==> src/rtl/fsp_pkg.sv <==
// ----------------------------------------------------------------------------
// fsp_pkg: shared types and constants of the format specifier parser
// Parse phases, character codes, length and sign codes, and the
// conversion type lookup.
// ----------------------------------------------------------------------------
package fsp_pkg;

    typedef enum logic [6:0] {
        PH_IDLE  = 7'b0000001,
        PH_FLAGS = 7'b0000010,
        PH_NUM   = 7'b0000100,
        PH_LEN   = 7'b0001000,
        PH_LEN2  = 7'b0010000,
        PH_STAR  = 7'b0100000,
        PH_TYPE  = 7'b1000000
    } phase_t;

    localparam logic [7:0] CH_MINUS = 8'h2D;
    localparam logic [7:0] CH_PLUS  = 8'h2B;
    localparam logic [7:0] CH_SPACE = 8'h20;
    localparam logic [7:0] CH_HASH  = 8'h23;
    localparam logic [7:0] CH_ZERO  = 8'h30;
    localparam logic [7:0] CH_NINE  = 8'h39;
    localparam logic [7:0] CH_DOT   = 8'h2E;
    localparam logic [7:0] CH_STAR  = 8'h2A;
    localparam logic [7:0] CH_H     = 8'h68;
    localparam logic [7:0] CH_L     = 8'h6C;
    localparam logic [7:0] CH_J     = 8'h6A;
    localparam logic [7:0] CH_Z     = 8'h7A;
    localparam logic [7:0] CH_T     = 8'h74;

    localparam logic [2:0] LEN_NONE = 3'd0;
    localparam logic [2:0] LEN_H    = 3'd1;
    localparam logic [2:0] LEN_L    = 3'd2;
    localparam logic [2:0] LEN_J    = 3'd3;
    localparam logic [2:0] LEN_Z    = 3'd4;
    localparam logic [2:0] LEN_T    = 3'd5;

    localparam logic [1:0] SIGN_NONE  = 2'd0;
    localparam logic [1:0] SIGN_SPACE = 2'd1;
    localparam logic [1:0] SIGN_PLUS  = 2'd2;

    localparam int FLAG_LEFT = 0;
    localparam int FLAG_ZPAD = 1;
    localparam int FLAG_ALT  = 2;

    localparam logic [7:0] SPEC_LEN_MAX = 8'hFF;
    localparam logic [3:0] STAR_MAX     = 4'hF;

    // Known conversion types: s S p d D i o O u U x X c C n %
    function automatic logic is_conv(input logic [7:0] c);
        logic hit;
        case (c)
            8'h73, 8'h53, 8'h70, 8'h64, 8'h44, 8'h69, 8'h6F, 8'h4F,
            8'h75, 8'h55, 8'h78, 8'h58, 8'h63, 8'h43, 8'h6E, 8'h25: hit = 1'b1;
            default: hit = 1'b0;
        endcase
        return hit;
    endfunction

endpackage

==> src/rtl/format_spec_parser_top.sv <==
// ----------------------------------------------------------------------------
// format_spec_parser_top: printf conversion specifier parser
// Consumes a specifier one character per transaction and returns one
// transaction with the parsed fields at the conversion type character.
// ----------------------------------------------------------------------------
// Usage:
//   Input channel (s_*): one transaction per character. s_cmd=1 opens a new
//   specifier (the percent sign, s_ch ignored); s_cmd=0 supplies the next
//   character in s_ch. Opening while a specifier is open drops the old one.
//   Characters outside an open specifier are dropped without a result.
//   Output channel (m_*): one transaction per specifier, at its terminating
//   character, carrying type, error flag, sign mode, flags, width,
//   precision, star count, length modifier and the consumed count.
//   A character waits in the input register until it is parsed; the parse
//   state and the result register are then written together, and the result
//   is valid on m_* from the result register.
//   Throughput: one character per cycle while no result waits on m_ready.
//   The parse state is updated once per character; the multiply-by-ten
//   accumulate of the width/precision digits is the longest path.
//   Reset (aresetn low, synchronous): no specifier open, all fields clear,
//   both channels empty.
//   Stall: while m_ready is low and a result waits, the parse stage holds
//   and the input register fills once; s_ready then drops until the
//   receiver takes the result.
// ----------------------------------------------------------------------------
module format_spec_parser_top
    import fsp_pkg::*;
#(
    parameter int NUMBER_BITS = 31
) (
    input  logic                   aclk,
    input  logic                   aresetn,

    input  logic                   s_valid,
    output logic                   s_ready,
    input  logic                   s_cmd,
    input  logic [7:0]             s_ch,

    output logic                   m_valid,
    input  logic                   m_ready,
    output logic [7:0]             m_type_char,
    output logic                   m_error,
    output logic [1:0]             m_sign_mode,
    output logic [2:0]             m_flags,
    output logic [NUMBER_BITS-1:0] m_field_width,
    output logic [NUMBER_BITS-1:0] m_field_precision,
    output logic                   m_has_precision,
    output logic [3:0]             m_star_count,
    output logic [2:0]             m_length_code,
    output logic                   m_length_doubled,
    output logic [7:0]             m_spec_length
);

    // Wide enough to hold ten times the largest number before saturation.
    localparam int MW = NUMBER_BITS + 4;
    localparam logic [NUMBER_BITS-1:0] NUM_MAX = {NUMBER_BITS{1'b1}};

    // ------------------------------------------------------------------
    // Input register
    // ------------------------------------------------------------------
    logic       in_valid_reg;
    logic       in_cmd_reg;
    logic [7:0] in_ch_reg;
    logic       advance;

    // Parse one buffered character whenever the result slot is free or
    // being drained this cycle.
    assign advance = in_valid_reg && (!m_valid || m_ready);
    assign s_ready = !in_valid_reg || advance;

    always_ff @(posedge aclk) begin
        if (!aresetn) begin
            in_valid_reg <= 1'b0;
        end else if (s_valid && s_ready) begin
            in_valid_reg <= 1'b1;
        end else if (advance) begin
            in_valid_reg <= 1'b0;
        end
    end

    always_ff @(posedge aclk) begin
        if (s_valid && s_ready) begin
            in_cmd_reg <= s_cmd;
            in_ch_reg  <= s_ch;
        end
    end

    // ------------------------------------------------------------------
    // Parse state
    // ------------------------------------------------------------------
    phase_t                 phase_reg, phase_next;
    logic [NUMBER_BITS-1:0] acc_reg, acc_next;
    logic [NUMBER_BITS-1:0] width_reg, width_next;
    logic [NUMBER_BITS-1:0] prec_reg, prec_next;
    logic                   prec_seen_reg, prec_seen_next;
    logic [1:0]             sign_reg, sign_next;
    logic [2:0]             flag_reg, flag_next;
    logic [3:0]             stars_reg, stars_next;
    logic [2:0]             len_reg, len_next;
    logic                   dbl_reg, dbl_next;
    logic [7:0]             consumed_reg, consumed_next;
    logic                   last_digit_reg, last_digit_next;
    logic                   dot_wait_reg, dot_wait_next;
    logic                   emit;

    // Digit accumulate: optional multiply by ten, add, saturate.
    logic                   is_digit;
    logic [MW-1:0]          acc_ext;
    logic [MW-1:0]          acc_base;
    logic [MW-1:0]          acc_sum;
    logic [NUMBER_BITS-1:0] acc_sat;

    assign is_digit = (in_ch_reg >= CH_ZERO) && (in_ch_reg <= CH_NINE);
    assign acc_ext  = MW'(acc_reg);
    assign acc_base = last_digit_reg ? ((acc_ext << 3) + (acc_ext << 1)) : acc_ext;
    assign acc_sum  = acc_base + MW'(in_ch_reg[3:0]);
    assign acc_sat  = (acc_sum > MW'(NUM_MAX)) ? NUM_MAX : acc_sum[NUMBER_BITS-1:0];

    always_comb begin
        logic cont;
        logic [7:0] cnt_inc;
        logic [3:0] star_inc;
        logic [2:0] code;

        phase_next      = phase_reg;
        acc_next        = acc_reg;
        width_next      = width_reg;
        prec_next       = prec_reg;
        prec_seen_next  = prec_seen_reg;
        sign_next       = sign_reg;
        flag_next       = flag_reg;
        stars_next      = stars_reg;
        len_next        = len_reg;
        dbl_next        = dbl_reg;
        consumed_next   = consumed_reg;
        last_digit_next = last_digit_reg;
        dot_wait_next   = dot_wait_reg;
        emit            = 1'b0;

        cnt_inc  = (consumed_reg != SPEC_LEN_MAX) ? consumed_reg + 8'd1 : consumed_reg;
        star_inc = (stars_reg != STAR_MAX) ? stars_reg + 4'd1 : stars_reg;
        code     = LEN_NONE;
        cont     = 1'b0;

        if (in_cmd_reg) begin
            // Open a fresh specifier: clear every field and count the percent sign.
            phase_next      = PH_FLAGS;
            acc_next        = '0;
            width_next      = '0;
            prec_next       = '0;
            prec_seen_next  = 1'b0;
            sign_next       = SIGN_NONE;
            flag_next       = '0;
            stars_next      = '0;
            len_next        = LEN_NONE;
            dbl_next        = 1'b0;
            consumed_next   = 8'd1;
            last_digit_next = 1'b0;
            dot_wait_next   = 1'b0;
        end else if (phase_reg != PH_IDLE) begin
            cont = 1'b1;

            if (phase_next == PH_FLAGS) begin
                cont          = 1'b0;
                consumed_next = cnt_inc;
                if (in_ch_reg == CH_MINUS) begin
                    flag_next[FLAG_LEFT] = 1'b1;
                end else if (in_ch_reg == CH_ZERO) begin
                    flag_next[FLAG_ZPAD] = 1'b1;
                end else if (in_ch_reg == CH_HASH) begin
                    flag_next[FLAG_ALT] = 1'b1;
                end else if (in_ch_reg == CH_PLUS) begin
                    sign_next = SIGN_PLUS;
                end else if (in_ch_reg == CH_SPACE) begin
                    if (sign_reg != SIGN_PLUS) begin
                        sign_next = SIGN_SPACE;
                    end
                end else begin
                    cont          = 1'b1;
                    consumed_next = consumed_reg;
                    phase_next    = PH_NUM;
                end
            end

            if (cont && phase_next == PH_NUM) begin
                if (dot_wait_reg && !is_digit) begin
                    dot_wait_next = 1'b0;
                    if (prec_seen_reg) begin
                        prec_next = acc_reg;
                    end else begin
                        width_next = acc_reg;
                    end
                    phase_next = PH_LEN;
                end else if (is_digit) begin
                    acc_next        = acc_sat;
                    last_digit_next = 1'b1;
                    dot_wait_next   = 1'b0;
                    consumed_next   = cnt_inc;
                    cont            = 1'b0;
                end else if (in_ch_reg == CH_DOT) begin
                    // A second dot moves the digits so far into the width.
                    width_next      = acc_reg;
                    prec_next       = '0;
                    prec_seen_next  = 1'b1;
                    acc_next        = '0;
                    last_digit_next = 1'b0;
                    dot_wait_next   = 1'b1;
                    consumed_next   = cnt_inc;
                    cont            = 1'b0;
                end else if (in_ch_reg == CH_STAR) begin
                    // Count stars; they leave the number as is but end its run of digits.
                    stars_next      = star_inc;
                    last_digit_next = 1'b0;
                    consumed_next   = cnt_inc;
                    cont            = 1'b0;
                end else begin
                    if (prec_seen_reg) begin
                        prec_next = acc_reg;
                    end else begin
                        width_next = acc_reg;
                    end
                    phase_next = PH_LEN;
                end
            end

            if (cont && phase_next == PH_LEN) begin
                case (in_ch_reg)
                    CH_H:    code = LEN_H;
                    CH_L:    code = LEN_L;
                    CH_J:    code = LEN_J;
                    CH_Z:    code = LEN_Z;
                    CH_T:    code = LEN_T;
                    default: code = LEN_NONE;
                endcase
                if (code != LEN_NONE) begin
                    len_next      = code;
                    consumed_next = cnt_inc;
                    phase_next    = (code == LEN_H || code == LEN_L) ? PH_LEN2 : PH_STAR;
                    cont          = 1'b0;
                end else begin
                    phase_next = PH_STAR;
                end
            end

            if (cont && phase_next == PH_LEN2) begin
                phase_next = PH_STAR;
                if (in_ch_reg == CH_H || in_ch_reg == CH_L) begin
                    dbl_next      = 1'b1;
                    consumed_next = cnt_inc;
                    cont          = 1'b0;
                end
            end

            if (cont && phase_next == PH_STAR) begin
                phase_next = PH_TYPE;
                if (in_ch_reg == CH_STAR) begin
                    stars_next    = star_inc;
                    consumed_next = cnt_inc;
                    cont          = 1'b0;
                end
            end

            if (cont) begin
                // Terminating character: report and close the specifier.
                emit       = 1'b1;
                phase_next = PH_IDLE;
            end
        end
    end

    always_ff @(posedge aclk) begin
        if (!aresetn) begin
            phase_reg      <= PH_IDLE;
            acc_reg        <= '0;
            width_reg      <= '0;
            prec_reg       <= '0;
            prec_seen_reg  <= 1'b0;
            sign_reg       <= SIGN_NONE;
            flag_reg       <= '0;
            stars_reg      <= '0;
            len_reg        <= LEN_NONE;
            dbl_reg        <= 1'b0;
            consumed_reg   <= '0;
            last_digit_reg <= 1'b0;
            dot_wait_reg   <= 1'b0;
        end else if (advance) begin
            phase_reg      <= phase_next;
            acc_reg        <= acc_next;
            width_reg      <= width_next;
            prec_reg       <= prec_next;
            prec_seen_reg  <= prec_seen_next;
            sign_reg       <= sign_next;
            flag_reg       <= flag_next;
            stars_reg      <= stars_next;
            len_reg        <= len_next;
            dbl_reg        <= dbl_next;
            consumed_reg   <= consumed_next;
            last_digit_reg <= last_digit_next;
            dot_wait_reg   <= dot_wait_next;
        end
    end

    // ------------------------------------------------------------------
    // Result register
    // ------------------------------------------------------------------
    logic out_valid_reg;

    always_ff @(posedge aclk) begin
        if (!aresetn) begin
            out_valid_reg <= 1'b0;
        end else if (advance && emit) begin
            out_valid_reg <= 1'b1;
        end else if (m_ready) begin
            out_valid_reg <= 1'b0;
        end
    end

    always_ff @(posedge aclk) begin
        if (advance && emit) begin
            m_type_char       <= in_ch_reg;
            m_error           <= !is_conv(in_ch_reg);
            m_sign_mode       <= sign_next;
            m_flags           <= flag_next;
            m_field_width     <= width_next;
            m_field_precision <= prec_seen_next ? prec_next : '0;
            m_has_precision   <= prec_seen_next;
            m_star_count      <= stars_next;
            m_length_code     <= len_next;
            m_length_doubled  <= dbl_next;
            m_spec_length     <= consumed_next;
        end
    end

    assign m_valid = out_valid_reg;

    // ------------------------------------------------------------------
    // Assertions
    // ------------------------------------------------------------------
    a_emit_closes: assert property (@(posedge aclk) disable iff (!aresetn)
        (advance && emit) |=> (phase_reg == PH_IDLE))
        else $error("specifier still open after its result");

    a_open_counts: assert property (@(posedge aclk) disable iff (!aresetn)
        (phase_reg != PH_IDLE) |-> (consumed_reg != 8'd0))
        else $error("open specifier with zero consumed count");

    a_result_source: assert property (@(posedge aclk) disable iff (!aresetn)
        $rose(m_valid) |-> $past(in_valid_reg))
        else $error("result appeared without a parsed character");

    a_type_known: assert property (@(posedge aclk) disable iff (!aresetn)
        (m_valid && !m_error) |-> is_conv(m_type_char))
        else $error("error flag clear for unknown type");

    a_prec_zero: assert property (@(posedge aclk) disable iff (!aresetn)
        (m_valid && !m_has_precision) |-> (m_field_precision == '0))
        else $error("precision reported without a dot");

endmodule
==> config.mk <==
export PLATFORM = sky130hd
export DESIGN_NAME = format_spec_parser_top
export DESIGN_NICKNAME = d
export VERILOG_FILES = /design/src/rtl/fsp_pkg.sv /design/src/rtl/format_spec_parser_top.sv
export SDC_FILE = /design/constraint.sdc
export NUM_CORES = 1
export LEC_CHECK = 0
export BUFFER_PORTS_ARGS = -buffer_cell sky130_fd_sc_hd__clkbuf_2
export CAP_MARGIN = 20
export CORE_ASPECT_RATIO = 0.5
export CORE_MARGIN = 4
export CORE_UTILIZATION = 55
export CTS_BUF_LIST = sky130_fd_sc_hd__clkbuf_16
export DETAILED_ROUTE_END_ITERATION = 16
export MAX_ROUTING_LAYER = met4
export PLACE_DENSITY_LB_ADDON = 0.05
export SYNTH_ARGS = -nofsm -noshare
export SYNTH_HDL_FRONTEND = slang
export SYNTH_SLANG_ARGS = --single-unit
==> constraint.sdc <==
create_clock -name aclk -period 6.6 [get_ports aclk]
set_input_delay 0.99 -clock aclk [delete_from_list [all_inputs] [get_ports aclk]]
set_output_delay 0.99 -clock aclk [all_outputs]
set_load 0.02 [all_outputs]
==> impl_summary.md <==
Outcome
The flow ran to the end, and the final reports show no timing, DRC or antenna violations.

Detailed routing
After detailed routing, the number of vias per cell comes to ~6.3. The detailed-route DRC error count is 0. The number of optimization iterations in the first detailed-route pass is 6. Once detail routing completed, the nets flagged for antenna violations numbered 0. The total wire length is 36000 um.

The initial DRC count is about 1100. The average wire per cell in the routed design is around 20 um. The final route contains about 12000 vias.

Die
Measured along the y axis, the die boundary spans 117 um. The area of the core is 23000 um2. The I/O pin count is roughly 110. The area of the die is 26300 um2.

The total number of placement rows is 39. The initial core utilization is 0.565. The width of the die is 225 um.

Synthesis
The number of nets in the synthesized netlist is 1513. In the post-synthesis netlist, the cell with the most instances is nor2_1. The number of flops mapped to enable cells by yosys is 102. The count of warnings emitted by yosys is 0.

The number of instances in the synthesized netlist is 1463. In the synthesized netlist, the cells that appear most often are nor2_1, nand2_1, a21oi_1. Sorting the synthesized cells by area gives the leading types as edfxtp_1, dfxtp_1, a21oi_1. The predominant post-synthesis flop cell is dfxtp_1.

The average size of a mapped cell is 8.89 um2. After synthesis, the netlist uses slightly above 90 different library cells. Counting flops and latches in the post-synthesis netlist gives 228.

The mapped netlist covers 13000 um2. The top cell type's share of synthesized area is 0.235. Counting flops with an async set or reset pin after synthesis yields a share of 0.

The sequential cell area fraction in the yosys report is 0.429. The largest total area in the synthesized netlist belongs to edfxtp_1.

Pwr
Cell internal power was estimated by the tool at 0.00214 W. The sequential fraction of design power is 0.536. The share of total power dissipated in combinational logic is 0.042. The leakage power figure is about 5.2 nW. The switching power summed over all nets is roughly 0.00065 W.

VDD sags by at most 0.170 mV. Of the total power, the clock network draws 0.422. For this design the ratio of total power to cell area is roughly 190 nW/um2.

Of the total power, the share spent switching nets is 0.232. The post-route total power is 0.00278 W.

Layout
The fraction of layout instances using a drive strength above 1 is 0.134. The finished cells cover 14400 um2. The number of non-filler instances in the completed layout is between 1500 and 2000.

Relative to the synthesized area, the layout overhead comes to 10.3%. The number of nets in the final layout is 1562. The antenna diode count is 0.

Critical path
The kind of start point of the critical path is a flop. Walking the worst path, the cells encountered are ha_1, fa_1, a211oi_2, o21a_2, a2111oi_4, or3_1, a211oi_2, o2111ai_1, nor3_1, nand3_2, o31ai_4, nor2_4, a311oi_1. Of all nets on the critical path, the largest fanout is 18. The critical path contains buffers and inverters numbering 0 combined.

The most numerous cell type found on the critical path is a211oi_2. The critical path data required time is 7.01 ns. The data arrival time of the worst path is 5.10 ns.

The startpoint of the worst-slack reg-to-reg timing path is acc_reg[0]$_SDFFE_PN0P_. The worst setup path is captured at a flop. The most critical setup path has its startpoint at acc_reg[0]$_SDFFE_PN0P_.

The slowest stage of the critical path is the o31ai_4 cell. Broken down by cell family, the worst path's largest delay share belongs to compound AO/OA/AOI/OAI gates. The critical path in this run is classified as reg -> reg. The largest stage delay on the critical path is 0.78 ns.

CTS
After clock tree synthesis, the clock-pin slew on the worst setup and hold paths is 0.07 ns. The number of levels the H-tree was split into is 1. Post-CTS repair changed the size of 0 cells.

Clock tree synthesis selected as its root buffer the cell clkbuf_16. The TritonCTS clock tree is done. For this design, the sink count on the clock tree is 228. The number of CTS-inserted buffers is 22. The insertion delay of the later-clocked pin in the worst-skew pair is 0.51 ns. The number of hold buffers added after CTS was 0. The post-CTS repair timing setup buffer count is 0.

The maximum number of buffers from clock root to sink is 3.

Timing
The number of max-slew violations in the final report was 0. Setup repair after global routing left no endpoint under its margin. For the final routed database, the setup TNS stands at 0 ns. The worst hold slack is 0.454 ns. The portion of the clock cycle consumed by the worst path in the final layout is 0.712. The count of final hold-check violations is 0. The maximum frequency from static timing analysis is 0.213 GHz. The time the worst path needs with I/O delays and setup is 4.70 ns. At the pin with the least slew margin, the transition time is about 1.1 ns. Headroom to the max-slew limit came out at 0.292.

For the final database, setup skew stands at 0.00974 ns. Setup violations remaining at the end of the flow were counted as 0.

GRT
After global routing the overflow that remains totals 0. The aggregate global-route resource usage is 0.278. The initial antenna violation count is 0. After global routing, the most crowded layer is met2. The via count of the first global-routing pass is 10873. For met3 alone, demand over resource in global routing was 0.0384. The first-pass GRT wire length is 58000 um.

The global-route met1 utilization is 0.388. The met2 layer usage reported by global route is 0.430. Entering global routing, the biggest net connects 71 pins.

Placed design
The number of cells after detailed placement is 1794. The routability-driven placement congestion ratio is between 0.9 and 1. Detailed placement finished with a half-perimeter wire length of 25300 um.

In this run the tool buffered the top-level ports with 107 buffer cells. Once placement finished, the instance area stood at 13700 um2.

Flow run
Across the run, the number of max-cap violations was 0.

Worst hold path
The startpoint of the worst hold path is width_reg[12]$_SDFFE_PN0P_. The tightest min-delay check is of the reg -> reg type.
## through the flow
stage,utilization,worst slack [ns]
5_1_grt,0.623,1.59
2_1_floorplan,-,1.30
3_5_place_dp,0.594,1.96
6_report,0.623,1.90
4_1_cts,0.622,1.92
3_3_place_gp,0.593,2.12
## kinds of logic after synthesis
kind of cell / Yosys count / synth area share
xor+xnor: 43 / 0.0290
compound gates: 437 / 0.231
mux: 52 / 0.0405
simple gates: 548 / 0.196
flops: 228 / 0.429
fa+ha+maj: 37 / 0.0367
buf+inv: 118 / 0.0374
## power groups by stage
stage	Clock [W]	Combinational (W)	Sequential [W]
6_report	0.00117	0.000117	0.00149
4_1_cts	0.00119	0.000116	0.00149
3_3_place_gp	0	0.000112	0.00152
5_1_grt	0.00125	0.000127	0.00149
2_1_floorplan	0	0.0000754	0.00152
3_5_place_dp	0	0.000115	0.00152
## per-layer routing
layer  wire length [um]  part of all wire  up-vias
met5                  0                 0        -
met4                765             0.021        0
met3               2230             0.062       69
met2              16200              0.45      382
met1              16800              0.47     5688
li1                   -                 -     5490
## worst paths after layout
path	cells past startpoint	end	slack (ns)
worst min-delay path	2	width_reg[12]$_SDFFE_PN0P_	0.45
worst min register to register	2	width_reg[12]$_SDFFE_PN0P_	0.45
worst max-delay path	13	acc_reg[14]$_SDFFE_PN0P_	1.90
worst max register to register	13	acc_reg[14]$_SDFFE_PN0P_	1.90
## placed cells by master (no fill, tap or decap), drive strengths merged, types with 6 or more instances in the layout
master  count
a21o       14
inv        27
clkbuf    130
buf        15
nand2b     13
nor2      184
dfxtp     126
o21ai      54
nand3      36
mux2i      47
and3       23
or3        16
a211oi     15
a31o        7
xnor2      21
nor3b       6
a32oi       6
a31oi      30
xor2       22
a311oi     12
nor3       32
and2       12
clkinv     10
ha         35
nand2     172
a21oi     146
a22oi      55
nor2b      22
nand4       8
o31ai      21
o22ai       7
nor4        6
edfxtp    102
o21a       16
## layout make-up
cell class | instances | area, um2
fill | 1954 | 8680
multi-input combinational | 1117 | 6970
sequential | 228 | 5590
timing repair buffer | 122 | 676
clock buffer | 23 | 576
tap | 307 | 384
inverter | 21 | 80.1
clock inverter | 17 | 76.3
## worst register-to-register path: stages, from the launching register on
cell	delay (ns)
dfxtp_1	0.37
ha_1	0.27
fa_1	0.43
a211oi_2	0.37
o21a_2	0.26
a2111oi_4	0.11
or3_1	0.43
a211oi_2	0.28
o2111ai_1	0.25
nor3_1	0.32
nand3_2	0.18
o31ai_4	0.78
nor2_4	0.23
a311oi_1	0.32
(Power assumes the default switching activity.)
